$ cat src/sv/bit_stuffing_framer_top_macros.svh
// Assertion macros for the bit stuffing framer.
// Each macro expects clk and rst_n in the scope where it is used.
`ifndef BIT_STUFFING_FRAMER_TOP_MACROS_SVH
`define BIT_STUFFING_FRAMER_TOP_MACROS_SVH

// Same-cycle implication, checked out of reset
`define BSF_ASSERT_IMPLY(name, cond, prop, msg) \
    name: assert property (@(posedge clk) disable iff (!rst_n) (cond) |-> (prop)) \
        else $error(msg);

// Next-cycle implication, checked out of reset
`define BSF_ASSERT_NEXT(name, cond, prop, msg) \
    name: assert property (@(posedge clk) disable iff (!rst_n) (cond) |=> (prop)) \
        else $error(msg);

`endif

$ cat src/sv/bsf_pkg.sv
package bsf_pkg;

    localparam int BSF_STUFF_RUN   = 5;
    localparam int BSF_MAX_RESULTS = 26;
    localparam int BSF_CNT_W       = $clog2(BSF_MAX_RESULTS);
    localparam int BSF_ONES_W      = 3;
    localparam int BSF_QUEUE_DEPTH = 2;
    localparam logic [7:0] BSF_FLAG_RESET = 8'h7E;

    // One classified item as it waits for the serializer
    typedef struct packed {
        logic [7:0] byte_value;
        logic       last_byte;
        logic       open_frame;
        logic [7:0] flag;
    } bsf_job_t;

    // Front to queue write request
    typedef struct packed {
        logic     valid;
        bsf_job_t job;
    } bsf_push_t;

    // Queue status seen by the front and the back
    typedef struct packed {
        logic valid;
        logic full;
    } bsf_qstat_t;

endpackage

$ cat src/sv/bsf_intf.sv
interface bsf_in_if;
    logic       valid;
    logic       ready;
    logic [7:0] byte_value;
    logic       last_byte;

    modport source (output valid, output byte_value, output last_byte, input ready);
    modport sink   (input valid, input byte_value, input last_byte, output ready);
endinterface

interface bsf_out_if;
    logic valid;
    logic ready;
    logic line_bit;
    logic end_of_run;
    logic end_of_frame;

    modport source (output valid, output line_bit, output end_of_run,
                    output end_of_frame, input ready);
    modport sink   (input valid, input line_bit, input end_of_run,
                    input end_of_frame, output ready);
endinterface

interface bsf_cfg_if;
    logic       valid;
    logic       ready;
    logic [7:0] flag_pattern;

    modport source (output valid, output flag_pattern, input ready);
    modport sink   (input valid, input flag_pattern, output ready);
endinterface

$ cat src/sv/bsf_front.sv
module bsf_front
    import bsf_pkg::*;
(
    input  logic         clk,
    input  logic         rst_n,
    bsf_in_if.sink       frame_in,
    bsf_cfg_if.sink      cfg,
    input  bsf_qstat_t   qstat,
    output bsf_push_t    push
);

    logic [7:0] flag_reg;
    logic       inside_reg;
    logic       accept;

    // Take a new item whenever the queue has room
    assign frame_in.ready = !qstat.full;
    assign cfg.ready      = 1'b1;
    assign accept         = frame_in.valid && !qstat.full;

    // Classify: open a frame when none is open, capture the flag in use
    assign push.valid           = accept;
    assign push.job.byte_value  = frame_in.byte_value;
    assign push.job.last_byte   = frame_in.last_byte;
    assign push.job.open_frame  = !inside_reg;
    assign push.job.flag        = flag_reg;

    // Hold the flag register and the frame-open mark
    always_ff @(posedge clk or negedge rst_n)
    begin
        if (!rst_n)
        begin
            flag_reg   <= BSF_FLAG_RESET;
            inside_reg <= 1'b0;
        end
        else
        begin
            if (cfg.valid)
            begin
                flag_reg <= cfg.flag_pattern;
            end
            if (accept)
            begin
                inside_reg <= !frame_in.last_byte;
            end
        end
    end

endmodule

$ cat src/sv/bsf_queue.sv
module bsf_queue
    import bsf_pkg::*;
(
    input  logic        clk,
    input  logic        rst_n,
    input  bsf_push_t   push,
    input  logic        pop,
    output bsf_job_t    head,
    output bsf_qstat_t  qstat
);

    localparam int PTR_W = (BSF_QUEUE_DEPTH > 1) ? $clog2(BSF_QUEUE_DEPTH) : 1;
    localparam int CNT_W = $clog2(BSF_QUEUE_DEPTH + 1);

    bsf_job_t           mem_reg [BSF_QUEUE_DEPTH];
    logic [PTR_W-1:0]   wr_ptr_reg;
    logic [PTR_W-1:0]   wr_ptr_next;
    logic [PTR_W-1:0]   rd_ptr_reg;
    logic [PTR_W-1:0]   rd_ptr_next;
    logic [CNT_W-1:0]   count_reg;
    logic [CNT_W-1:0]   count_next;
    logic               do_push;
    logic               do_pop;

    assign qstat.valid = (count_reg != '0);
    assign qstat.full  = (count_reg == CNT_W'(BSF_QUEUE_DEPTH));
    assign head        = mem_reg[rd_ptr_reg];
    assign do_push     = push.valid && !qstat.full;
    assign do_pop      = pop && qstat.valid;

    // Advance pointers with wrap, track fill level
    always_comb
    begin
        wr_ptr_next = wr_ptr_reg;
        rd_ptr_next = rd_ptr_reg;
        count_next  = count_reg;
        if (do_push)
        begin
            wr_ptr_next = (wr_ptr_reg == PTR_W'(BSF_QUEUE_DEPTH - 1)) ? '0
                                                                        : wr_ptr_reg + 1'b1;
        end
        if (do_pop)
        begin
            rd_ptr_next = (rd_ptr_reg == PTR_W'(BSF_QUEUE_DEPTH - 1)) ? '0
                                                                        : rd_ptr_reg + 1'b1;
        end
        if (do_push && !do_pop)
        begin
            count_next = count_reg + 1'b1;
        end
        else if (do_pop && !do_push)
        begin
            count_next = count_reg - 1'b1;
        end
    end

    always_ff @(posedge clk or negedge rst_n)
    begin
        if (!rst_n)
        begin
            wr_ptr_reg <= '0;
            rd_ptr_reg <= '0;
            count_reg  <= '0;
        end
        else
        begin
            wr_ptr_reg <= wr_ptr_next;
            rd_ptr_reg <= rd_ptr_next;
            count_reg  <= count_next;
        end
    end

    // Store entries
    always_ff @(posedge clk)
    begin
        if (do_push)
        begin
            mem_reg[wr_ptr_reg] <= push.job;
        end
    end

endmodule

$ cat src/sv/bsf_back.sv
module bsf_back
    import bsf_pkg::*;
#(
    parameter int STUFF_RUN = BSF_STUFF_RUN
)
(
    input  logic        clk,
    input  logic        rst_n,
    input  bsf_job_t    head,
    input  bsf_qstat_t  qstat,
    output logic        pop,
    bsf_out_if.source   line_out
);

    typedef enum logic [4:0] {
        ST_IDLE  = 5'b00001,
        ST_OPEN  = 5'b00010,
        ST_DATA  = 5'b00100,
        ST_STUFF = 5'b01000,
        ST_CLOSE = 5'b10000
    } bsf_state_t;

    bsf_state_t             state_reg;
    bsf_state_t             state_next;
    bsf_job_t               job_reg;
    bsf_job_t               job_next;
    logic [2:0]             idx_reg;
    logic [2:0]             idx_next;
    logic                   done_reg;
    logic                   done_next;
    logic [BSF_ONES_W-1:0]  ones_reg;
    logic [BSF_ONES_W-1:0]  ones_next;
    logic [BSF_ONES_W-1:0]  ones_inc;
    logic [BSF_CNT_W-1:0]   count_reg;
    logic [BSF_CNT_W-1:0]   count_next;
    logic                   out_valid_reg;
    logic                   out_bit_reg;
    logic                   out_eor_reg;
    logic                   out_eof_reg;
    logic                   out_free;
    logic                   emit;
    logic                   cur_bit;
    logic                   natural_end;
    logic                   fin;
    logic                   stuff;

    assign line_out.valid        = out_valid_reg;
    assign line_out.line_bit     = out_bit_reg;
    assign line_out.end_of_run   = out_eor_reg;
    assign line_out.end_of_frame = out_eof_reg;

    assign out_free = !out_valid_reg || line_out.ready;
    assign emit     = (state_reg != ST_IDLE) && out_free;
    assign ones_inc = cur_bit ? ones_reg + 1'b1 : '0;
    assign stuff    = (state_reg == ST_DATA) && (ones_inc == BSF_ONES_W'(STUFF_RUN));
    // End the item at its natural end, or cut it off at the result limit
    assign fin      = natural_end || (count_reg == BSF_CNT_W'(BSF_MAX_RESULTS - 1));

    // Select the bit on the line
    always_comb
    begin
        cur_bit = 1'b0;
        unique case (state_reg)
            ST_IDLE:
            begin
                cur_bit = 1'b0;
            end
            ST_OPEN:
            begin
                cur_bit = job_reg.flag[idx_reg];
            end
            ST_DATA:
            begin
                cur_bit = job_reg.byte_value[idx_reg];
            end
            ST_STUFF:
            begin
                cur_bit = 1'b0;
            end
            ST_CLOSE:
            begin
                cur_bit = job_reg.flag[idx_reg];
            end
            default:
            begin
                cur_bit = 1'b0;
            end
        endcase
    end

    // Spot the natural end of the item
    always_comb
    begin
        natural_end = 1'b0;
        unique case (state_reg)
            ST_DATA:
            begin
                natural_end = !stuff && (idx_reg == 3'd7) && !job_reg.last_byte;
            end
            ST_STUFF:
            begin
                natural_end = done_reg && !job_reg.last_byte;
            end
            ST_CLOSE:
            begin
                natural_end = (idx_reg == 3'd7);
            end
            default:
            begin
                natural_end = 1'b0;
            end
        endcase
    end

    // Sequence flag, data, stuffing and closing flag bits
    always_comb
    begin
        state_next = state_reg;
        job_next   = job_reg;
        idx_next   = idx_reg;
        done_next  = done_reg;
        ones_next  = ones_reg;
        count_next = count_reg;
        pop        = 1'b0;
        unique case (state_reg)
            ST_IDLE:
            begin
                if (qstat.valid)
                begin
                    pop        = 1'b1;
                    job_next   = head;
                    state_next = head.open_frame ? ST_OPEN : ST_DATA;
                    idx_next   = '0;
                    done_next  = 1'b0;
                    count_next = '0;
                    if (head.open_frame)
                    begin
                        ones_next = '0;
                    end
                end
            end
            ST_OPEN:
            begin
                if (emit)
                begin
                    idx_next = idx_reg + 1'b1;
                    if (idx_reg == 3'd7)
                    begin
                        state_next = ST_DATA;
                    end
                end
            end
            ST_DATA:
            begin
                if (emit)
                begin
                    idx_next = idx_reg + 1'b1;
                    if (stuff)
                    begin
                        ones_next  = '0;
                        done_next  = (idx_reg == 3'd7);
                        state_next = ST_STUFF;
                    end
                    else
                    begin
                        ones_next = ones_inc;
                        if (idx_reg == 3'd7)
                        begin
                            state_next = ST_CLOSE;
                        end
                    end
                end
            end
            ST_STUFF:
            begin
                if (emit)
                begin
                    ones_next  = '0;
                    state_next = done_reg ? ST_CLOSE : ST_DATA;
                end
            end
            ST_CLOSE:
            begin
                if (emit)
                begin
                    idx_next = idx_reg + 1'b1;
                end
            end
            default:
            begin
                state_next = ST_IDLE;
            end
        endcase

        if (emit)
        begin
            count_next = count_reg + 1'b1;
            if (fin)
            begin
                state_next = ST_IDLE;
                if (job_reg.last_byte)
                begin
                    ones_next = '0;
                end
            end
        end
    end

    always_ff @(posedge clk or negedge rst_n)
    begin
        if (!rst_n)
        begin
            state_reg     <= ST_IDLE;
            ones_reg      <= '0;
            out_valid_reg <= 1'b0;
        end
        else
        begin
            state_reg <= state_next;
            ones_reg  <= ones_next;
            if (out_free)
            begin
                out_valid_reg <= emit;
            end
        end
    end

    // Payload and sequencing registers
    always_ff @(posedge clk)
    begin
        job_reg   <= job_next;
        idx_reg   <= idx_next;
        done_reg  <= done_next;
        count_reg <= count_next;
        if (emit)
        begin
            out_bit_reg <= cur_bit;
            out_eor_reg <= fin;
            out_eof_reg <= fin && job_reg.last_byte;
        end
    end

endmodule

$ cat src/sv/bit_stuffing_framer_top.sv
// Bit stuffing framer: bytes in, a stuffed serial bit stream out.
// frame_in carries one byte per item with last_byte set on the final byte
// of a frame; line_out carries one line bit per item with end_of_run on the
// last bit caused by an input byte and end_of_frame on the last bit of the
// closing flag. cfg writes the flag pattern; write it only while idle.
// The first input byte of a frame is preceded by the flag, a byte marked
// last is followed by it; a zero is inserted after STUFF_RUN data ones.
// The first bit of an item passes through the queue, the job register and
// the output register before it is valid. The serializer loads one item at
// a time in idle and sends its flag, data and stuffing bits at one bit per
// cycle unless the receiver stalls; the next item waits in the queue.
// A two-entry queue decouples the input from the serializer, so up to two
// bytes are taken ahead while bits drain.
// Reset loads the flag 0x7E, closes any open frame and empties the queue.
// When the receiver stalls, the output bit holds and the serializer waits;
// the input side stops once the queue is full.
`include "bit_stuffing_framer_top_macros.svh"

module bit_stuffing_framer_top
    import bsf_pkg::*;
#(
    parameter int STUFF_RUN = BSF_STUFF_RUN
)
(
    input  logic        clk,
    input  logic        rst_n,
    bsf_in_if.sink      frame_in,
    bsf_cfg_if.sink     cfg,
    bsf_out_if.source   line_out
);

    bsf_push_t   push;
    bsf_qstat_t  qstat;
    bsf_job_t    head;
    logic        pop;

    // Accept and classify items
    bsf_front u_front (
        .clk      (clk),
        .rst_n    (rst_n),
        .frame_in (frame_in),
        .cfg      (cfg),
        .qstat    (qstat),
        .push     (push)
    );

    // Buffer classified items
    bsf_queue u_queue (
        .clk   (clk),
        .rst_n (rst_n),
        .push  (push),
        .pop   (pop),
        .head  (head),
        .qstat (qstat)
    );

    // Serialize with flags and stuffing
    bsf_back #(
        .STUFF_RUN (STUFF_RUN)
    ) u_back (
        .clk      (clk),
        .rst_n    (rst_n),
        .head     (head),
        .qstat    (qstat),
        .pop      (pop),
        .line_out (line_out)
    );

    `BSF_ASSERT_IMPLY(a_pop_nonempty, pop, qstat.valid, "pop from empty queue")
    `BSF_ASSERT_IMPLY(a_eof_ends_run, line_out.valid && line_out.end_of_frame, line_out.end_of_run, "eof without eor")
    `BSF_ASSERT_NEXT(a_full_blocks_input, qstat.full && !pop, !frame_in.ready, "input ready while queue full")

endmodule
$ cat src/flat_wrapper.sv
// flat-port wrapper written by rule: the top's interface ports become plain ports
module bit_stuffing_framer_top_flat import bsf_pkg::*;
#(
    parameter int STUFF_RUN = BSF_STUFF_RUN
)
  (clk, rst_n, frame_in_valid, frame_in_byte_value, frame_in_last_byte, frame_in_ready, cfg_valid, cfg_flag_pattern, cfg_ready, line_out_valid, line_out_line_bit, line_out_end_of_run, line_out_end_of_frame, line_out_ready);
  bsf_in_if frame_in_i ();
  bsf_cfg_if cfg_i ();
  bsf_out_if line_out_i ();
  input  logic clk;
  input  logic rst_n;
  input wire logic [$bits(frame_in_i.valid)-1:0] frame_in_valid;
  input wire logic [$bits(frame_in_i.byte_value)-1:0] frame_in_byte_value;
  input wire logic [$bits(frame_in_i.last_byte)-1:0] frame_in_last_byte;
  output wire logic [$bits(frame_in_i.ready)-1:0] frame_in_ready;
  input wire logic [$bits(cfg_i.valid)-1:0] cfg_valid;
  input wire logic [$bits(cfg_i.flag_pattern)-1:0] cfg_flag_pattern;
  output wire logic [$bits(cfg_i.ready)-1:0] cfg_ready;
  output wire logic [$bits(line_out_i.valid)-1:0] line_out_valid;
  output wire logic [$bits(line_out_i.line_bit)-1:0] line_out_line_bit;
  output wire logic [$bits(line_out_i.end_of_run)-1:0] line_out_end_of_run;
  output wire logic [$bits(line_out_i.end_of_frame)-1:0] line_out_end_of_frame;
  input wire logic [$bits(line_out_i.ready)-1:0] line_out_ready;
  assign frame_in_i.valid = frame_in_valid;
  assign frame_in_i.byte_value = frame_in_byte_value;
  assign frame_in_i.last_byte = frame_in_last_byte;
  assign frame_in_ready = frame_in_i.ready;
  assign cfg_i.valid = cfg_valid;
  assign cfg_i.flag_pattern = cfg_flag_pattern;
  assign cfg_ready = cfg_i.ready;
  assign line_out_valid = line_out_i.valid;
  assign line_out_line_bit = line_out_i.line_bit;
  assign line_out_end_of_run = line_out_i.end_of_run;
  assign line_out_end_of_frame = line_out_i.end_of_frame;
  assign line_out_i.ready = line_out_ready;
  bit_stuffing_framer_top #(.STUFF_RUN(STUFF_RUN)) u_core (.clk(clk), .rst_n(rst_n), .frame_in(frame_in_i), .cfg(cfg_i), .line_out(line_out_i));
endmodule
$ cat config.mk
export PLATFORM = sky130hd
export DESIGN_NAME = bit_stuffing_framer_top_flat
export DESIGN_NICKNAME = d
export VERILOG_FILES = /design/src/sv/bsf_pkg.sv /design/src/sv/bsf_intf.sv /design/src/sv/bsf_front.sv /design/src/sv/bsf_queue.sv /design/src/sv/bsf_back.sv /design/src/sv/bit_stuffing_framer_top.sv /design/src/flat_wrapper.sv
export VERILOG_INCLUDE_DIRS = /design/src /design/src/sv
export SDC_FILE = /design/constraint.sdc
export NUM_CORES = 1
export LEC_CHECK = 0
export ABC_AREA = 1
export BUFFER_PORTS_ARGS = -buffer_cell sky130_fd_sc_hd__buf_4
export CAP_MARGIN = 25
export CORE_MARGIN = 2
export CORE_UTILIZATION = 55
export CTS_CLUSTER_DIAMETER = 200
export CTS_CLUSTER_SIZE = 10
export DETAILED_ROUTE_END_ITERATION = 6
export MAX_ROUTING_LAYER = met4
export PLACE_DENSITY_LB_ADDON = 0.08
export REMOVE_ABC_BUFFERS = 1
export SYNTH_ARGS = -nofsm -noshare
export SYNTH_HDL_FRONTEND = slang
export SYNTH_HIERARCHICAL = 1
export SYNTH_SLANG_ARGS = --single-unit
$ cat constraint.sdc
create_clock -name clk -period 3.6 [get_ports clk]
set_clock_uncertainty 0.1 [all_clocks]
set_input_delay 0.36 -clock clk [delete_from_list [all_inputs] [get_ports clk]]
set_output_delay 0.36 -clock clk [all_outputs]
set_load 0.03 [all_outputs]
==> results.toml <==
[status]
outcome = "completed"

[drt]
viasPerCell = 4.83
num_vias = 2493
drt_iter0_drc = 163
totalWireLength_mm = 6.12
ant_nets = 0
route.detailed.drc = 0
wl_per_cell_um = 11.9
dr.pass1.iters = 4

[setup_path]
crit_path_max_fanout = 9
path_class = "reg -> reg"
start_kind = "flop"
endpoint_kind = "flop"
reg2regPathDepth = 4
crit_arrival_ps = 2190
cp.required_ps = 3550

[min_path]
min_path_type = "in -> reg"
whs_path_depth = 1

[global_routing]
grt_pass1_wl_mm = 10.1
grt_max_degree = 23
gr-total-overflow = 0
antenna_found_initial = 0
grt_pass1_vias = 2287
grt_util_all_layers_pct = 17.6

[final_layout]
final_cell_mix = "nand2_1 (116), edfxtp_1 (65), inv_1 (55), buf_4 (28), nand3_1 (20)"
area_growth_pct = 9.88
fin_util_pct = 61.7
antenna_cells = 0
drive_gt1_share_pct = 20.1
fin_area_mm2 = 0.00442
largest_reg_flops = 36
final_nets = 440
instances_no_fill = 516
final_common_cell = "nand2_1"

[yosys]
ys_top_cells_by_area = "edfxtp_1 (48%), nand2_1 (11%), dfrtp_1 (9.3%)"
avgSynthCellArea_um2 = 10.4
synth_area_mm2 = 0.00403
yosysSeqAreaShare_pct = 62.4
ys_warn_count = 6
yosys.area.top_type = "edfxtp_1"
synth_top_area_share_pct = 48.5
synth.ff_latch_count = 87
ys_types = 39
syn_inst = 389

[sta]
min_period_ps = 2240
period_share_pct = 62.3
maxSlewHeadroom_pct = 43.7
worst_slack_ps = 1360
tns_ps = 0
hold_viol = 0
worstMarginPinSlew_ps = 836
setup_violations = 0
fmax_mhz = 446
slew_violations = 0
grt_setup_unrepaired = "no"

[clock_tree]
clockBufferDepth = 2
post_cts_buffers = 0
cts_tree = "built"
cts_resized = 0
clock_tree.htree_level_count = 3
holdBufCountCts = 1
root_buffer = "clkbuf_8"
cts.sinks = 87
clk_pin_slew_ps = 90
cts_buffers = 9
clkLatencyLatePin_ps = 350

[die]
dieArea_mm2 = 0.00802
die_h_um = 89.6
core_area_mm2 = 0.00718
initial_core_util_pct = 56.1
die_x_um = 89.6
num_io_pins = 28
rows = 31

[job]
maxCapViolCount = 0

[pwr]
power-per-cell-area_mw_per_mm2 = 799
peakVddDrop_mv = 0.433
p_leak_nw = 2.01

[placed_design]
dp_slack_ps = 1400
io_buffers = 26
dpl.hpwl_mm = 4.41
place_inst = 499
gp_congestion = 0.926
dpl_cell_area_mm2 = 0.00422
-- through the flow --
stage,hold WS [ps],power (mW)
6_report,87.9,3.54
5_1_grt,60.7,3.82
4_1_cts,68.3,3.57
3_5_place_dp,172,2.93
3_3_place_gp,169,2.90
2_1_floorplan,-35.6,2.59
-- Yosys cell counts (all sizes together) --
master / n
nand2: 127
edfxtp: 65
inv: 62
nor2: 28
nand3: 23
buf: 17
dfrtp: 15
o21ai: 15
dfstp: 7
ha: 6
nand4: 4
nor3: 4
xor2: 3
a22oi: 2
a21boi: 1
a21oi: 1
a221oi: 1
a31oi: 1
a41oi: 1
clkinv: 1
conb: 1
nand3b: 1
o211ai: 1
o21a: 1
xnor2: 1
-- layout make-up --
type / instances / area (µm²)
tap: 99 / 124
fill: 608 / 2750
sequential: 87 / 2510
clock inverter: 5 / 38.8
clock buffer: 11 / 151
timing repair buffer: 29 / 220
inverter: 63 / 239
multi-input combinational: 222 / 1140
-- worst max-delay path, cell delays in order (launching register included) --
cell,delay [ps]
dfrtp_1,430
nor2_2,150
nand4_2,230
o21ai_0,740
o21a_1,280
-- cells by family after synthesis --
family | after synthesis | synth area share (%)
DFF | 87 | 62.4
and+or+nand+nor | 187 | 22.0
buffers and inverters | 80 | 9.32
other | 1 | 0.0931
AOI/OAI and AO/OA | 24 | 3.51
xor gates and xnor gates | 4 | 0.870
adders and majority gates | 6 | 1.86
-- power breakdown --
part           switching (mW)  internal (mW)
sequential              0.197           1.54
combinational           0.785          0.376
clock                   0.339          0.293
-- worst paths after layout --
| check | from | to | slack, ps |
|---|---|---|---|
| min in group asynchronous | rst_n | u_core/u_back/ones_reg[2] | 330 |
| max | u_core/u_back/state_reg[2] | u_core/u_back/idx_reg[2] | 1360 |
| max reg2reg | u_core/u_back/state_reg[2] | u_core/u_back/idx_reg[2] | 1360 |
| min | frame_in_byte_value[1] | u_core/u_queue/mem_reg[1][11] | 90 |
| max in group asynchronous | rst_n | u_core/u_front/flag_reg[4] | 2780 |
| min reg2reg | u_core/u_front/flag_reg[0] | u_core/u_queue/mem_reg[1][0] | 370 |
-- routing by layer --
metal  vias to the layer above  track usage (%)  part of all wire [%]
met4                         0             8.41                   1.6
met1                      1132             22.3                    47
met3                        12             4.06                   4.4
met5                         -                -                     0
li1                       1293                -                     -
met2                        56             26.8                    47
Power figures use the tool's default switching activity.
